<file path="config.mk">
export PLATFORM = sky130hd
export DESIGN_NAME = rc_stick_conditioner
export DESIGN_NICKNAME = d
export VERILOG_FILES = /design/src/design/rsc_pkg.sv /design/src/design/rsc_div.sv /design/src/design/rsc_datapath.sv /design/src/design/rsc_ctrl.sv /design/src/design/rc_stick_conditioner.sv
export SDC_FILE = /design/constraint.sdc
export NUM_CORES = 2
export LEC_CHECK = 0
export ABC_AREA = 1
export BUFFER_PORTS_ARGS = -buffer_cell sky130_fd_sc_hd__buf_2
export CORE_ASPECT_RATIO = 1.75
export CORE_MARGIN = 2
export CORE_UTILIZATION = 50
export CTS_CLUSTER_DIAMETER = 30
export DETAILED_ROUTE_END_ITERATION = 10
export PLACE_DENSITY = 0.71
export SETUP_SLACK_MARGIN = 0.15
export SLEW_MARGIN = 10
export SYNTH_ARGS = -nofsm -noshare
export SYNTH_HDL_FRONTEND = slang
export SYNTH_SLANG_ARGS = --single-unit
</file>
<file path="constraint.sdc">
create_clock -name clk_i -period 28 [get_ports clk_i]
set_input_delay 2.8 -clock clk_i [delete_from_list [all_inputs] [get_ports clk_i]]
set_output_delay 2.8 -clock clk_i [all_outputs]
set_load 0.02 [all_outputs]
</file>
<file path="src/design/rsc_pkg.sv">
// ----------------------------------------------------------------------------
// RC stick conditioner package
// Shared types, command codes, register indexes and fixed constants.
// ----------------------------------------------------------------------------
package rsc_pkg;

  // Channel numbers, in the order of the input item.
  localparam logic [1:0] CH_ROLL     = 2'd0;
  localparam logic [1:0] CH_PITCH    = 2'd1;
  localparam logic [1:0] CH_YAW      = 2'd2;
  localparam logic [1:0] CH_THROTTLE = 2'd3;

  // Configuration register indexes.
  localparam logic [2:0] REG_CALIBRATE_MODE = 3'd0;
  localparam logic [2:0] REG_BIAS_ENABLE    = 3'd1;
  localparam logic [2:0] REG_STICK_GAIN     = 3'd2;
  localparam logic [2:0] REG_MIN_THROTTLE   = 3'd3;
  localparam logic [2:0] REG_THROTTLE_BIAS  = 3'd4;
  localparam logic [2:0] REG_YAW_BIAS       = 3'd5;
  localparam logic [2:0] REG_PITCH_BIAS     = 3'd6;
  localparam logic [2:0] REG_ROLL_BIAS      = 3'd7;

  localparam int CMD_W = 20;

  // Calibration limits in microseconds.
  localparam int CAL_LOW  = 1400;
  localparam int CAL_HIGH = 1800;

  // Expo coefficients in Q.24.
  localparam logic [24:0] EXPO_C3 = 25'd30199;
  localparam logic [24:0] EXPO_C1 = 25'd29709094;

  // Datapath commands issued by the controller.
  typedef enum logic [3:0] {
    CMD_NONE,
    CMD_CAPTURE,
    CMD_MAP_MUL,
    CMD_DIV_START,
    CMD_MAP_DONE,
    CMD_SCL_MUL,
    CMD_SCL_FIN,
    CMD_EXP_SQ,
    CMD_EXP_CUBE,
    CMD_EXP_C3,
    CMD_EXP_C1,
    CMD_EXP_FIN,
    CMD_STORE,
    CMD_RESULT
  } cmd_e;

  typedef struct packed {
    cmd_e       cmd;
    logic [1:0] ch;
  } ctrl_t;

  typedef struct packed {
    logic div_done;
  } status_t;

  // Output span of each channel's linear map.
  function automatic logic [7:0] chan_span(logic [1:0] ch);
    logic [7:0] s;
    case (ch)
      CH_ROLL, CH_PITCH: s = 8'd40;
      CH_YAW:            s = 8'd180;
      default:           s = 8'd75;
    endcase
    return s;
  endfunction

  // Output minimum of each channel's linear map.
  function automatic logic signed [7:0] chan_outmin(logic [1:0] ch);
    logic signed [7:0] m;
    case (ch)
      CH_ROLL, CH_PITCH: m = -8'sd20;
      CH_YAW:            m = -8'sd90;
      default:           m = 8'sd5;
    endcase
    return m;
  endfunction

endpackage

</file>
<file path="src/design/rsc_div.sv">
// ----------------------------------------------------------------------------
// RC stick conditioner divider
// Unsigned restoring divider, one quotient bit per cycle.
// ----------------------------------------------------------------------------
module rsc_div #(
  parameter int DW = 29,
  parameter int VW = 12
) (
  input  logic          clk_i,
  input  logic          rst_ni,
  input  logic          start_i,
  input  logic [DW-1:0] dividend_i,
  input  logic [VW-1:0] divisor_i,
  output logic [DW-1:0] quo_o,
  output logic          done_o
);

  localparam int CNTW = $clog2(DW + 1);

  logic [DW-1:0]   dvd_q, dvd_d;
  logic [DW-1:0]   quo_q, quo_d;
  logic [VW:0]     rem_q, rem_d;
  logic [VW-1:0]   den_q;
  logic [CNTW-1:0] cnt_q, cnt_d;
  logic            busy_q, busy_d;
  logic            done_q, done_d;
  logic [VW:0]     trial;
  logic            fits;

  always_comb begin
    trial  = {rem_q[VW-1:0], dvd_q[DW-1]};
    fits   = (trial >= {1'b0, den_q});
    dvd_d  = dvd_q;
    quo_d  = quo_q;
    rem_d  = rem_q;
    cnt_d  = cnt_q;
    busy_d = busy_q;
    done_d = 1'b0;
    if (start_i) begin
      dvd_d  = dividend_i;
      quo_d  = '0;
      rem_d  = '0;
      cnt_d  = CNTW'(DW);
      busy_d = 1'b1;
    end else if (busy_q) begin
      dvd_d = {dvd_q[DW-2:0], 1'b0};
      rem_d = fits ? (trial - {1'b0, den_q}) : trial;
      quo_d = {quo_q[DW-2:0], fits};
      cnt_d = cnt_q - CNTW'(1);
      if (cnt_q == CNTW'(1)) begin
        busy_d = 1'b0;
        done_d = 1'b1;
      end
    end
  end

  always_ff @(posedge clk_i or negedge rst_ni) begin
    if (!rst_ni) begin
      cnt_q  <= '0;
      busy_q <= 1'b0;
      done_q <= 1'b0;
    end else begin
      cnt_q  <= cnt_d;
      busy_q <= busy_d;
      done_q <= done_d;
    end
  end

  always_ff @(posedge clk_i) begin
    dvd_q <= dvd_d;
    quo_q <= quo_d;
    rem_q <= rem_d;
    if (start_i) begin
      den_q <= divisor_i;
    end
  end

  assign quo_o  = quo_q;
  assign done_o = done_q;

endmodule

</file>
<file path="src/design/rsc_datapath.sv">
// ----------------------------------------------------------------------------
// RC stick conditioner datapath
// Calibration extremes, shared multiplier and divider, expo and trims.
// ----------------------------------------------------------------------------
module rsc_datapath import rsc_pkg::*; #(
  parameter int PW = 12,
  parameter int FB = 8
) (
  input  logic                     clk_i,
  input  logic                     rst_ni,
  input  ctrl_t                    ctrl_i,
  output status_t                  status_o,
  input  logic                     cfg_we_i,
  input  logic [2:0]               cfg_index_i,
  input  logic [19:0]              cfg_data_i,
  input  logic [PW-1:0]            roll_pulse_i,
  input  logic [PW-1:0]            pitch_pulse_i,
  input  logic [PW-1:0]            yaw_pulse_i,
  input  logic [PW-1:0]            throttle_pulse_i,
  output logic signed [CMD_W-1:0]  roll_cmd_o,
  output logic signed [CMD_W-1:0]  pitch_cmd_o,
  output logic signed [CMD_W-1:0]  yaw_cmd_o,
  output logic signed [CMD_W-1:0]  throttle_cmd_o,
  output logic                     still_changing_o,
  output logic                     calibrated_o,
  output logic                     flying_o,
  output logic                     arm_request_o,
  output logic                     disarm_request_o
);

  localparam int DW  = PW + FB + 9;
  localparam int MW  = DW + 2;
  localparam int XW  = (MW > 32) ? MW : 32;
  localparam int AW  = 32;
  localparam int BW  = 25;
  localparam int PRW = AW + BW;
  localparam int SW  = MW + 2;
  localparam int GW  = 48;

  // Configuration registers.
  logic              calibrate_mode_q;
  logic              bias_enable_q;
  logic [11:0]       stick_gain_q;
  logic [14:0]       min_throttle_q;
  logic signed [19:0] throttle_bias_q, yaw_bias_q, pitch_bias_q, roll_bias_q;

  always_ff @(posedge clk_i or negedge rst_ni) begin
    if (!rst_ni) begin
      calibrate_mode_q <= 1'b0;
      bias_enable_q    <= 1'b0;
      stick_gain_q     <= 12'd256;
      min_throttle_q   <= 15'd2560;
      throttle_bias_q  <= '0;
      yaw_bias_q       <= '0;
      pitch_bias_q     <= '0;
      roll_bias_q      <= '0;
    end else if (cfg_we_i) begin
      case (cfg_index_i)
        REG_CALIBRATE_MODE: calibrate_mode_q <= cfg_data_i[0];
        REG_BIAS_ENABLE:    bias_enable_q    <= cfg_data_i[0];
        REG_STICK_GAIN:     stick_gain_q     <= cfg_data_i[11:0];
        REG_MIN_THROTTLE:   min_throttle_q   <= cfg_data_i[14:0];
        REG_THROTTLE_BIAS:  throttle_bias_q  <= cfg_data_i;
        REG_YAW_BIAS:       yaw_bias_q       <= cfg_data_i;
        REG_PITCH_BIAS:     pitch_bias_q     <= cfg_data_i;
        REG_ROLL_BIAS:      roll_bias_q      <= cfg_data_i;
        default:            ;
      endcase
    end
  end

  // Captured pulses and calibration extremes.
  logic [PW-1:0] pulse_q [4];
  logic [PW-1:0] lo_q [4];
  logic [PW-1:0] hi_q [4];
  logic [PW-1:0] in_pulse [4];
  logic          changing_q;
  logic          changing;

  assign in_pulse[0] = roll_pulse_i;
  assign in_pulse[1] = pitch_pulse_i;
  assign in_pulse[2] = yaw_pulse_i;
  assign in_pulse[3] = throttle_pulse_i;

  always_comb begin
    changing = 1'b0;
    for (int i = 0; i < 4; i++) begin
      if (calibrate_mode_q && ((in_pulse[i] < lo_q[i]) || (in_pulse[i] > hi_q[i]))) begin
        changing = 1'b1;
      end
    end
  end

  always_ff @(posedge clk_i or negedge rst_ni) begin
    if (!rst_ni) begin
      for (int i = 0; i < 4; i++) begin
        lo_q[i] <= '1;
        hi_q[i] <= '0;
      end
    end else if (ctrl_i.cmd == CMD_CAPTURE && calibrate_mode_q) begin
      for (int i = 0; i < 4; i++) begin
        if (in_pulse[i] < lo_q[i]) lo_q[i] <= in_pulse[i];
        if (in_pulse[i] > hi_q[i]) hi_q[i] <= in_pulse[i];
      end
    end
  end

  always_ff @(posedge clk_i) begin
    if (ctrl_i.cmd == CMD_CAPTURE) begin
      for (int i = 0; i < 4; i++) pulse_q[i] <= in_pulse[i];
      changing_q <= changing;
    end
  end

  // Current channel operands.
  logic [PW-1:0] cur_p, cur_lo, cur_hi;
  logic [PW-1:0] mag_diff, den;
  logic          diff_neg, empty;

  assign cur_p    = pulse_q[ctrl_i.ch];
  assign cur_lo   = lo_q[ctrl_i.ch];
  assign cur_hi   = hi_q[ctrl_i.ch];
  assign diff_neg = (cur_p < cur_lo);
  assign mag_diff = diff_neg ? (cur_lo - cur_p) : (cur_p - cur_lo);
  assign den      = cur_hi - cur_lo;
  assign empty    = (cur_hi <= cur_lo);

  // Working registers.
  logic [PRW-1:0]        prod_q;
  logic signed [MW-1:0]  val_q;
  logic                  neg_q, empty_q;
  logic [PW-1:0]         den_q;
  logic [20:0]           a_q;
  logic [23:0]           t3_q;
  logic signed [CMD_W-1:0] res_q [4];

  // Divider.
  logic [DW-1:0] dividend, quo;
  logic          div_done;

  assign dividend = DW'({prod_q[PW+7:0], {FB{1'b0}}}) + DW'(den_q >> 1);

  rsc_div #(.DW(DW), .VW(PW)) u_div (
    .clk_i     (clk_i),
    .rst_ni    (rst_ni),
    .start_i   (ctrl_i.cmd == CMD_DIV_START),
    .dividend_i(dividend),
    .divisor_i (den_q),
    .quo_o     (quo),
    .done_o    (div_done)
  );

  assign status_o.div_done = div_done;

  // Magnitude helpers and rounding of products.
  logic [XW-1:0]  val_mag;
  logic [30:0]    scl_in;
  logic [20:0]    expo_in;
  logic [PRW-1:0] prod_sh, prod_r8, prod_r24;
  logic [31:0]    a2c, a3c;
  logic [21:0]    scl_out;
  logic [24:0]    expo_sum;
  logic [21:0]    expo_out;

  always_comb begin
    val_mag  = val_q[MW-1] ? XW'(-val_q) : XW'(val_q);
    scl_in   = (val_mag > XW'(64'd1 << 30)) ? 31'(64'd1 << 30) : val_mag[30:0];
    expo_in  = (val_mag > XW'(64'd1 << 20)) ? 21'(64'd1 << 20) : val_mag[20:0];
    prod_sh  = prod_q >> FB;
    prod_r8  = (prod_q + PRW'(128)) >> 8;
    prod_r24 = (prod_q + PRW'(64'd1 << 23)) >> 24;
    a2c      = (prod_sh > PRW'(64'hFFFF_FFFF)) ? 32'hFFFF_FFFF : prod_sh[31:0];
    a3c      = (prod_sh > PRW'(64'd1 << 31)) ? 32'h8000_0000 : prod_sh[31:0];
    scl_out  = (prod_r8 > PRW'(64'd1 << 21)) ? 22'(64'd1 << 21) : prod_r8[21:0];
    expo_sum = 25'(t3_q) + 25'(prod_r24[23:0]);
    expo_out = (expo_sum > 25'(64'd1 << 21)) ? 22'(64'd1 << 21) : expo_sum[21:0];
  end

  // Shared multiplier with a registered product.
  logic [AW-1:0] mul_a;
  logic [BW-1:0] mul_b;
  logic          mul_en;

  always_comb begin
    mul_a  = '0;
    mul_b  = '0;
    mul_en = 1'b1;
    case (ctrl_i.cmd)
      CMD_MAP_MUL: begin
        mul_a = AW'(mag_diff);
        mul_b = BW'(chan_span(ctrl_i.ch));
      end
      CMD_SCL_MUL: begin
        mul_a = AW'(scl_in);
        mul_b = BW'(stick_gain_q);
      end
      CMD_EXP_SQ: begin
        mul_a = AW'(expo_in);
        mul_b = BW'(expo_in);
      end
      CMD_EXP_CUBE: begin
        mul_a = a2c;
        mul_b = BW'(a_q);
      end
      CMD_EXP_C3: begin
        mul_a = a3c;
        mul_b = EXPO_C3;
      end
      CMD_EXP_C1: begin
        mul_a = AW'(a_q);
        mul_b = EXPO_C1;
      end
      default: mul_en = 1'b0;
    endcase
  end

  always_ff @(posedge clk_i) begin
    if (mul_en) begin
      prod_q <= PRW'(mul_a) * PRW'(mul_b);
    end
  end

  // Map result, trims and saturation.
  logic signed [MW-1:0] q_signed, map_val, off;
  logic signed [20:0]   bias_sel;
  logic signed [SW-1:0] biased;
  logic signed [CMD_W-1:0] sat_val;

  always_comb begin
    q_signed = neg_q ? -$signed(MW'(quo)) : $signed(MW'(quo));
    off      = MW'(chan_outmin(ctrl_i.ch)) <<< FB;
    map_val  = empty_q ? '0 : (q_signed + off);
    case (ctrl_i.ch)
      CH_ROLL:  bias_sel = 21'(roll_bias_q);
      CH_PITCH: bias_sel = 21'(pitch_bias_q);
      CH_YAW:   bias_sel = 21'(yaw_bias_q);
      default:  bias_sel = 21'(throttle_bias_q) - (21'sd5 <<< FB);
    endcase
    biased = SW'(val_q) - (bias_enable_q ? SW'(bias_sel) : '0);
    if (biased > SW'(524287)) begin
      sat_val = 20'sd524287;
    end else if (biased < -SW'(524288)) begin
      sat_val = -20'sd524288;
    end else begin
      sat_val = biased[CMD_W-1:0];
    end
  end

  always_ff @(posedge clk_i) begin
    case (ctrl_i.cmd)
      CMD_MAP_MUL: begin
        neg_q   <= diff_neg;
        empty_q <= empty;
        den_q   <= den;
      end
      CMD_MAP_DONE: val_q <= map_val;
      CMD_SCL_MUL:  neg_q <= val_q[MW-1];
      CMD_SCL_FIN:  val_q <= neg_q ? -$signed(MW'(scl_out)) : $signed(MW'(scl_out));
      CMD_EXP_SQ: begin
        neg_q <= val_q[MW-1];
        a_q   <= expo_in;
      end
      CMD_EXP_C1:   t3_q  <= prod_r24[23:0];
      CMD_EXP_FIN:  val_q <= neg_q ? -$signed(MW'(expo_out)) : $signed(MW'(expo_out));
      CMD_STORE:    res_q[ctrl_i.ch] <= sat_val;
      default: ;
    endcase
  end

  // Calibration flag, and flying flag and gestures on the saturated commands.
  logic                 cal;
  logic signed [GW-1:0] rs_one, roll_x, pitch_x, yaw_x, thr_x, mt_x;
  logic signed [GW-1:0] roll_abs, pitch_abs;
  logic                 arm, disarm, fly;

  always_comb begin
    cal = 1'b1;
    for (int i = 0; i < 4; i++) begin
      if (!((lo_q[i] < PW'(CAL_LOW)) && (hi_q[i] > PW'(CAL_HIGH)))) cal = 1'b0;
    end
    rs_one    = $signed(GW'(stick_gain_q)) <<< FB;
    roll_x    = GW'(res_q[0]);
    pitch_x   = GW'(res_q[1]);
    yaw_x     = GW'(res_q[2]);
    thr_x     = GW'(res_q[3]);
    mt_x      = $signed(GW'(min_throttle_q));
    roll_abs  = roll_x[GW-1] ? -roll_x : roll_x;
    pitch_abs = pitch_x[GW-1] ? -pitch_x : pitch_x;
    fly       = (thr_x > mt_x);
    arm       = (thr_x < mt_x) && ((yaw_x <<< 9) < -(rs_one * 17))
                && ((roll_x <<< 8) < -(rs_one * 19)) && ((pitch_x <<< 8) > (rs_one * 19));
    disarm    = (thr_x < mt_x) && ((yaw_x <<< 9) > (rs_one * 17))
                && ((roll_abs <<< 8) < (rs_one * 5)) && ((pitch_abs <<< 8) < (rs_one * 5));
  end

  always_ff @(posedge clk_i) begin
    if (ctrl_i.cmd == CMD_RESULT) begin
      roll_cmd_o       <= res_q[0];
      pitch_cmd_o      <= res_q[1];
      yaw_cmd_o        <= res_q[2];
      throttle_cmd_o   <= res_q[3];
      still_changing_o <= changing_q;
      calibrated_o     <= cal;
      flying_o         <= fly;
      arm_request_o    <= arm;
      disarm_request_o <= disarm;
    end
  end

endmodule

</file>
<file path="src/design/rsc_ctrl.sv">
// ----------------------------------------------------------------------------
// RC stick conditioner controller
// Sequences the four channels through the map, scale, expo and trim steps that each one needs.
// ----------------------------------------------------------------------------
module rsc_ctrl import rsc_pkg::*; (
  input  logic    clk_i,
  input  logic    rst_ni,
  input  logic    in_valid_i,
  output logic    in_stall_o,
  output logic    out_valid_o,
  input  logic    out_stall_i,
  input  status_t status_i,
  output ctrl_t   ctrl_o
);

  typedef enum logic [12:0] {
    ST_IDLE  = 13'b0000000000001,
    ST_MUL   = 13'b0000000000010,
    ST_DLOAD = 13'b0000000000100,
    ST_DIV   = 13'b0000000001000,
    ST_MAPD  = 13'b0000000010000,
    ST_SMUL  = 13'b0000000100000,
    ST_SFIN  = 13'b0000001000000,
    ST_ESQ   = 13'b0000010000000,
    ST_ECUBE = 13'b0000100000000,
    ST_EC3   = 13'b0001000000000,
    ST_EC1   = 13'b0010000000000,
    ST_EFIN  = 13'b0100000000000,
    ST_STORE = 13'b1000000000000
  } state_e;

  state_e     state_q, state_d;
  logic [1:0] ch_q, ch_d;
  logic       out_valid_q, out_valid_d;
  logic       res_pend_q, res_pend_d;
  cmd_e       cmd;

  always_comb begin
    state_d     = state_q;
    ch_d        = ch_q;
    res_pend_d  = res_pend_q;
    out_valid_d = out_valid_q && out_stall_i;
    cmd         = CMD_NONE;
    case (state_q)
      ST_IDLE: begin
        if (res_pend_q) begin
          if (!out_valid_q || !out_stall_i) begin
            cmd         = CMD_RESULT;
            out_valid_d = 1'b1;
            res_pend_d  = 1'b0;
          end
        end else if (in_valid_i) begin
          cmd     = CMD_CAPTURE;
          ch_d    = CH_ROLL;
          state_d = ST_MUL;
        end
      end
      ST_MUL: begin
        cmd     = CMD_MAP_MUL;
        state_d = ST_DLOAD;
      end
      ST_DLOAD: begin
        cmd     = CMD_DIV_START;
        state_d = ST_DIV;
      end
      ST_DIV: begin
        if (status_i.div_done) state_d = ST_MAPD;
      end
      ST_MAPD: begin
        cmd     = CMD_MAP_DONE;
        state_d = (ch_q == CH_THROTTLE) ? ST_STORE : ST_SMUL;
      end
      ST_SMUL: begin
        cmd     = CMD_SCL_MUL;
        state_d = ST_SFIN;
      end
      ST_SFIN: begin
        cmd     = CMD_SCL_FIN;
        state_d = (ch_q == CH_YAW) ? ST_STORE : ST_ESQ;
      end
      ST_ESQ: begin
        cmd     = CMD_EXP_SQ;
        state_d = ST_ECUBE;
      end
      ST_ECUBE: begin
        cmd     = CMD_EXP_CUBE;
        state_d = ST_EC3;
      end
      ST_EC3: begin
        cmd     = CMD_EXP_C3;
        state_d = ST_EC1;
      end
      ST_EC1: begin
        cmd     = CMD_EXP_C1;
        state_d = ST_EFIN;
      end
      ST_EFIN: begin
        cmd     = CMD_EXP_FIN;
        state_d = ST_STORE;
      end
      ST_STORE: begin
        cmd = CMD_STORE;
        if (ch_q == CH_THROTTLE) begin
          res_pend_d = 1'b1;
          state_d    = ST_IDLE;
        end else begin
          ch_d    = ch_q + 2'd1;
          state_d = ST_MUL;
        end
      end
      default: state_d = ST_IDLE;
    endcase
  end

  always_ff @(posedge clk_i or negedge rst_ni) begin
    if (!rst_ni) begin
      state_q     <= ST_IDLE;
      ch_q        <= CH_ROLL;
      out_valid_q <= 1'b0;
      res_pend_q  <= 1'b0;
    end else begin
      state_q     <= state_d;
      ch_q        <= ch_d;
      out_valid_q <= out_valid_d;
      res_pend_q  <= res_pend_d;
    end
  end

  assign in_stall_o  = (state_q != ST_IDLE) || res_pend_q;
  assign out_valid_o = out_valid_q;
  assign ctrl_o.cmd  = cmd;
  assign ctrl_o.ch   = ch_q;

endmodule

</file>
<file path="src/design/rc_stick_conditioner.sv">
// ----------------------------------------------------------------------------
// RC stick conditioner
// Turns one frame of four RC pulse widths into fixed-point stick commands.
// ----------------------------------------------------------------------------
// Each input item is one frame of roll, pitch, yaw and throttle pulse widths
// in microseconds, and each frame yields exactly one result item. The block
// works on one frame at a time, at a pace set mostly by the shared divider,
// which produces one quotient bit per cycle and serves the four channels in
// turn. A finished result sits in an output register, so the next frame is
// accepted while that result waits to be taken.
// While calibrate_mode is set, the lowest and highest pulse of every channel
// are tracked before the frame is mapped, and still_changing reports whether
// any extreme moved. Each channel is mapped linearly from its calibrated
// range (the map yields zero while the range is empty), roll, pitch and yaw
// are scaled by the stick gain register, roll and pitch pass the cubic expo,
// trims are subtracted when bias_enable is set, and every command is saturated
// to a signed 20-bit value with FRACTION_BITS fraction bits. The flying, arm
// and disarm flags are taken from the saturated commands. Configuration must
// only be written while no frame is in flight.
module rc_stick_conditioner import rsc_pkg::*; #(
  parameter int PULSE_WIDTH_BITS = 12,
  parameter int FRACTION_BITS    = 8
) (
  input  logic                        clk_i,
  input  logic                        rst_ni,
  input  logic                        cfg_we_i,
  input  logic [2:0]                  cfg_index_i,
  input  logic [19:0]                 cfg_data_i,
  input  logic                        in_valid_i,
  output logic                        in_stall_o,
  input  logic [PULSE_WIDTH_BITS-1:0] roll_pulse_i,
  input  logic [PULSE_WIDTH_BITS-1:0] pitch_pulse_i,
  input  logic [PULSE_WIDTH_BITS-1:0] yaw_pulse_i,
  input  logic [PULSE_WIDTH_BITS-1:0] throttle_pulse_i,
  output logic                        out_valid_o,
  input  logic                        out_stall_i,
  output logic signed [CMD_W-1:0]     roll_cmd_o,
  output logic signed [CMD_W-1:0]     pitch_cmd_o,
  output logic signed [CMD_W-1:0]     yaw_cmd_o,
  output logic signed [CMD_W-1:0]     throttle_cmd_o,
  output logic                        still_changing_o,
  output logic                        calibrated_o,
  output logic                        flying_o,
  output logic                        arm_request_o,
  output logic                        disarm_request_o
);

  ctrl_t   ctrl;
  status_t status;

  // The controller walks each channel through its steps and owns the
  // handshakes; the datapath holds all values and the arithmetic units.
  rsc_ctrl u_ctrl (
    .clk_i      (clk_i),
    .rst_ni     (rst_ni),
    .in_valid_i (in_valid_i),
    .in_stall_o (in_stall_o),
    .out_valid_o(out_valid_o),
    .out_stall_i(out_stall_i),
    .status_i   (status),
    .ctrl_o     (ctrl)
  );

  rsc_datapath #(
    .PW(PULSE_WIDTH_BITS),
    .FB(FRACTION_BITS)
  ) u_datapath (
    .clk_i           (clk_i),
    .rst_ni          (rst_ni),
    .ctrl_i          (ctrl),
    .status_o        (status),
    .cfg_we_i        (cfg_we_i),
    .cfg_index_i     (cfg_index_i),
    .cfg_data_i      (cfg_data_i),
    .roll_pulse_i    (roll_pulse_i),
    .pitch_pulse_i   (pitch_pulse_i),
    .yaw_pulse_i     (yaw_pulse_i),
    .throttle_pulse_i(throttle_pulse_i),
    .roll_cmd_o      (roll_cmd_o),
    .pitch_cmd_o     (pitch_cmd_o),
    .yaw_cmd_o       (yaw_cmd_o),
    .throttle_cmd_o  (throttle_cmd_o),
    .still_changing_o(still_changing_o),
    .calibrated_o    (calibrated_o),
    .flying_o        (flying_o),
    .arm_request_o   (arm_request_o),
    .disarm_request_o(disarm_request_o)
  );

endmodule
</file>
==> run metrics <==
outcome=finished clean; Yosys warnings=0; Cell variety after synth=78; fillcell total=13492; Achievable Freq=78.0 MHz; CTS Buf Count=114; root buf cell=clkbuf_16; P per Cell Area=66.7 mW/mm²; post-synth top area cell=fa_1; top-count cell post-synth=nand2_1; post-synthesis cell count=9135; clk sinks=672; initial antenna violation count=0; Worst Path Max Fanout=53; CTS tree=yes; CP delay by family, top=compound AO/OA/AOI/OAI gates; GR Overflow Total=0; Worst Path Buf+Inv=9; Post-DP HPWL=212 mm; post-cts sizing count=0; Worst Hold Class=reg -> reg; Synth top area share=18.3%; Synth Register Bits=672; Area Growth Syn to Fin=9.25%; largest net degree at the start of global routing=129; R2R Setup Slk=15.18 ns; Slowest cell on crit path=nand2_1; Worst slew margin=8.72%; R2R Path Start=u_ctrl.ch_q[0]; Seq pwr share=29.2%; Arrival @ worst endpoint=13.29 ns; period utilization=45.8%; global-route wire length before repair=393 mm; Switching Fraction=45.1%; Post-synth ARST share=34.1%; kind of end point of the critical path=register; Routability Congestion=1.02; Slowest Stage Delay on Critical Path=0.81 ns; Crit Path Class=reg -> reg; hold buffers post-CTS=0; R2R depth=41; # IOs=163; Post-synth EDFFs=402; hold path cells=0; first-pass iteration count of the detailed router=6; fin nets=10686; DRT iter0 DRCs=4904; pre-CTS setup slack=15.31 ns; WL/cell=23.3 µm; Psw=0.00241 W; vias per cell=5.71; ys flop type=edfxtp_1; Commonest cells post-synth=nand2_1, inv_1, ha_1; setup bufs post-CTS=0; Internal=0.00293 W; clk_skew=0.0702 ns; max-slew violations=0; Clock Path Buffers=3; layout cells sized above 1=6.75%; die area=0.150 mm²; I/O Buffers=162; die extent in x=293 µm; Fin. Hold Viols=0; Initial Utilization=50.4%; post-route ant nets=0; leak pwr=40.2 nW; Worst Hold Endpoint=u_datapath.throttle_cmd_o[18]; remaining routing DRC violations=0; final setup violation count=0; Hold Path Origin=u_datapath.res_q[3][18]; Max VDD drop=0.0000641 V; Pwr Total=0.00534 W; Reg clk slew, reported paths=0.06 ns; Die Y=511 µm; clock latency at the later pin of the worst-skew pair=0.78 ns; Tightest Pin Transition=1.36 ns; CTS H-tree depth=3; Via Count=64210; CORE AREA=0.145 mm²; min Tclk post-route=12.82 ns; routed wire length=262 mm; syn avg cell area=8.03 µm²; # rows=185; RSZ-0062 raised after global routing=no; Max-Cap Viols=0; startpoint class of the critical path=register; CP required=28.47 ns; Clock power frac=27.1%; Fin Setup TNS=0 ns; fin cells=11240; DP Cell Count=11018; reg2reg end=u_datapath.prod_q[54]; gr usage total=35.2%; Area contributors post-synth=fa_1, edfxtp_1, ha_1; Mapped Area=0.0733 mm²; Gate power share=43.7%; vias in the first global route=66465; Final WS setup=15.18 ns; sequential share of the synthesized area=25.5%
[worst max-delay path by stage]
stage                   start  slack, ns                  endpoint  depth (start not counted)
6_report       u_ctrl.ch_q[0]      15.18     u_datapath.prod_q[54]                         41
5_1_grt        u_ctrl.ch_q[0]      14.35     u_datapath.prod_q[54]                         41
4_1_cts        u_ctrl.ch_q[0]      15.24     u_datapath.prod_q[40]                         39
3_5_place_dp   u_ctrl.ch_q[0]      15.31     u_datapath.prod_q[40]                         39
3_3_place_gp   u_ctrl.ch_q[0]      15.35     u_datapath.prod_q[40]                         39
2_1_floorplan      in_valid_i      15.01  u_datapath.arm_request_o                          6
[flip-flops by register name, indices dropped and copies added, names as in the netlist, 24 cells and up]
| signal | count |
|---|---|
| u_datapath.pulse_q | 48 |
| u_datapath.prod_q | 57 |
| u_datapath.res_q | 80 |
| u_datapath.hi_q | 48 |
| u_datapath.u_div.dvd_q | 29 |
| u_datapath.val_q | 31 |
| u_datapath.u_div.quo_o | 29 |
| u_datapath.t3_q | 24 |
| u_datapath.lo_q | 48 |
[per-stage QoR]
step	util (%)	hold slack (ns)	area [µm²]
2_1_floorplan	-	0.400	73400
5_1_grt	55.1	0.423	80100
4_1_cts	55.1	0.403	80100
6_report	55.1	0.409	80100
3_5_place_dp	52.3	0.407	76000
3_3_place_gp	52.3	0.401	76000
[final cells by class]
| class | count | area [µm²] | area share (%) |
|---|---|---|---|
| Antenna cell | 4 | 10.0 | 0.0125 |
| Timing Repair Buffer | 253 | 1520 | 1.89 |
| Clock buffer | 121 | 2900 | 3.62 |
| Tap cell | 1870 | 2340 | 2.92 |
| Sequential cell | 672 | 18700 | 23.3 |
| Inverter | 1913 | 7180 | 8.97 |
| Clock inverter | 97 | 1150 | 1.44 |
| Multi-Input combinational cell | 6310 | 46300 | 57.8 |
[layer usage]
layer  vias up  GRT usage [%]  wire length, µm
li1      29310              -                -
met4         0           32.3            28800
met3      1076           5.05            15800
met1     31061           34.4            83700
met2      2763           63.9           134000
met5         -              0                0
[cell usage in the layout (no fill, tap or decap), types with 37 or more instances in the layout]
cell	count
xnor2_1	86
o211ai_1	65
xor2_1	226
dfstp_2	52
inv_1	1889
a21oi_1	486
nand4_1	106
dfxtp_1	41
o21ai_0	470
nand2_1	1893
nor3_1	133
fa_1	670
buf_4	90
nand3_1	301
clkbuf_16	115
dfrtp_1	176
edfxtp_1	402
nor2_1	657
ha_1	676
conb_1	37
buf_2	161
o22ai_1	38
a31oi_1	44
[worst reg2reg max path, delay by kind of cell, from the launching register on]
family                     cells  cell delay, ns
adders and majority gates      9            4.09
buffers and inverters          9            1.61
DFF                            1            0.40
xor gates and xnor gates       1            0.06
and+or+nand+nor                9            2.22
AOI/OAI and AO/OA             13            4.15
[power groups by stage]
stage	Clock, W	Sequential [W]	Combinational, W
after floorplan	0	0.00144	0.00159
after global placement	0	0.00156	0.00224
after detailed placement	0	0.00156	0.00229
after CTS	0.00146	0.00155	0.00231
after global routing	0.00150	0.00157	0.00259
final	0.00145	0.00156	0.00234
[kinds of logic after synthesis]
logic type / count (synthesis) / share of synthesized area [%]
adders and majority gates: 1346 / 29.8
AOI/OAI and AO/OA: 1347 / 10.6
DFF: 672 / 25.5
buffers and inverters: 2188 / 11.6
and+or+nand+nor: 3263 / 18.6
other: 2 / 0.0102
muxes: 3 / 0.0410
xor gates and xnor gates: 314 / 3.77
Power figures use the tool's default switching activity.
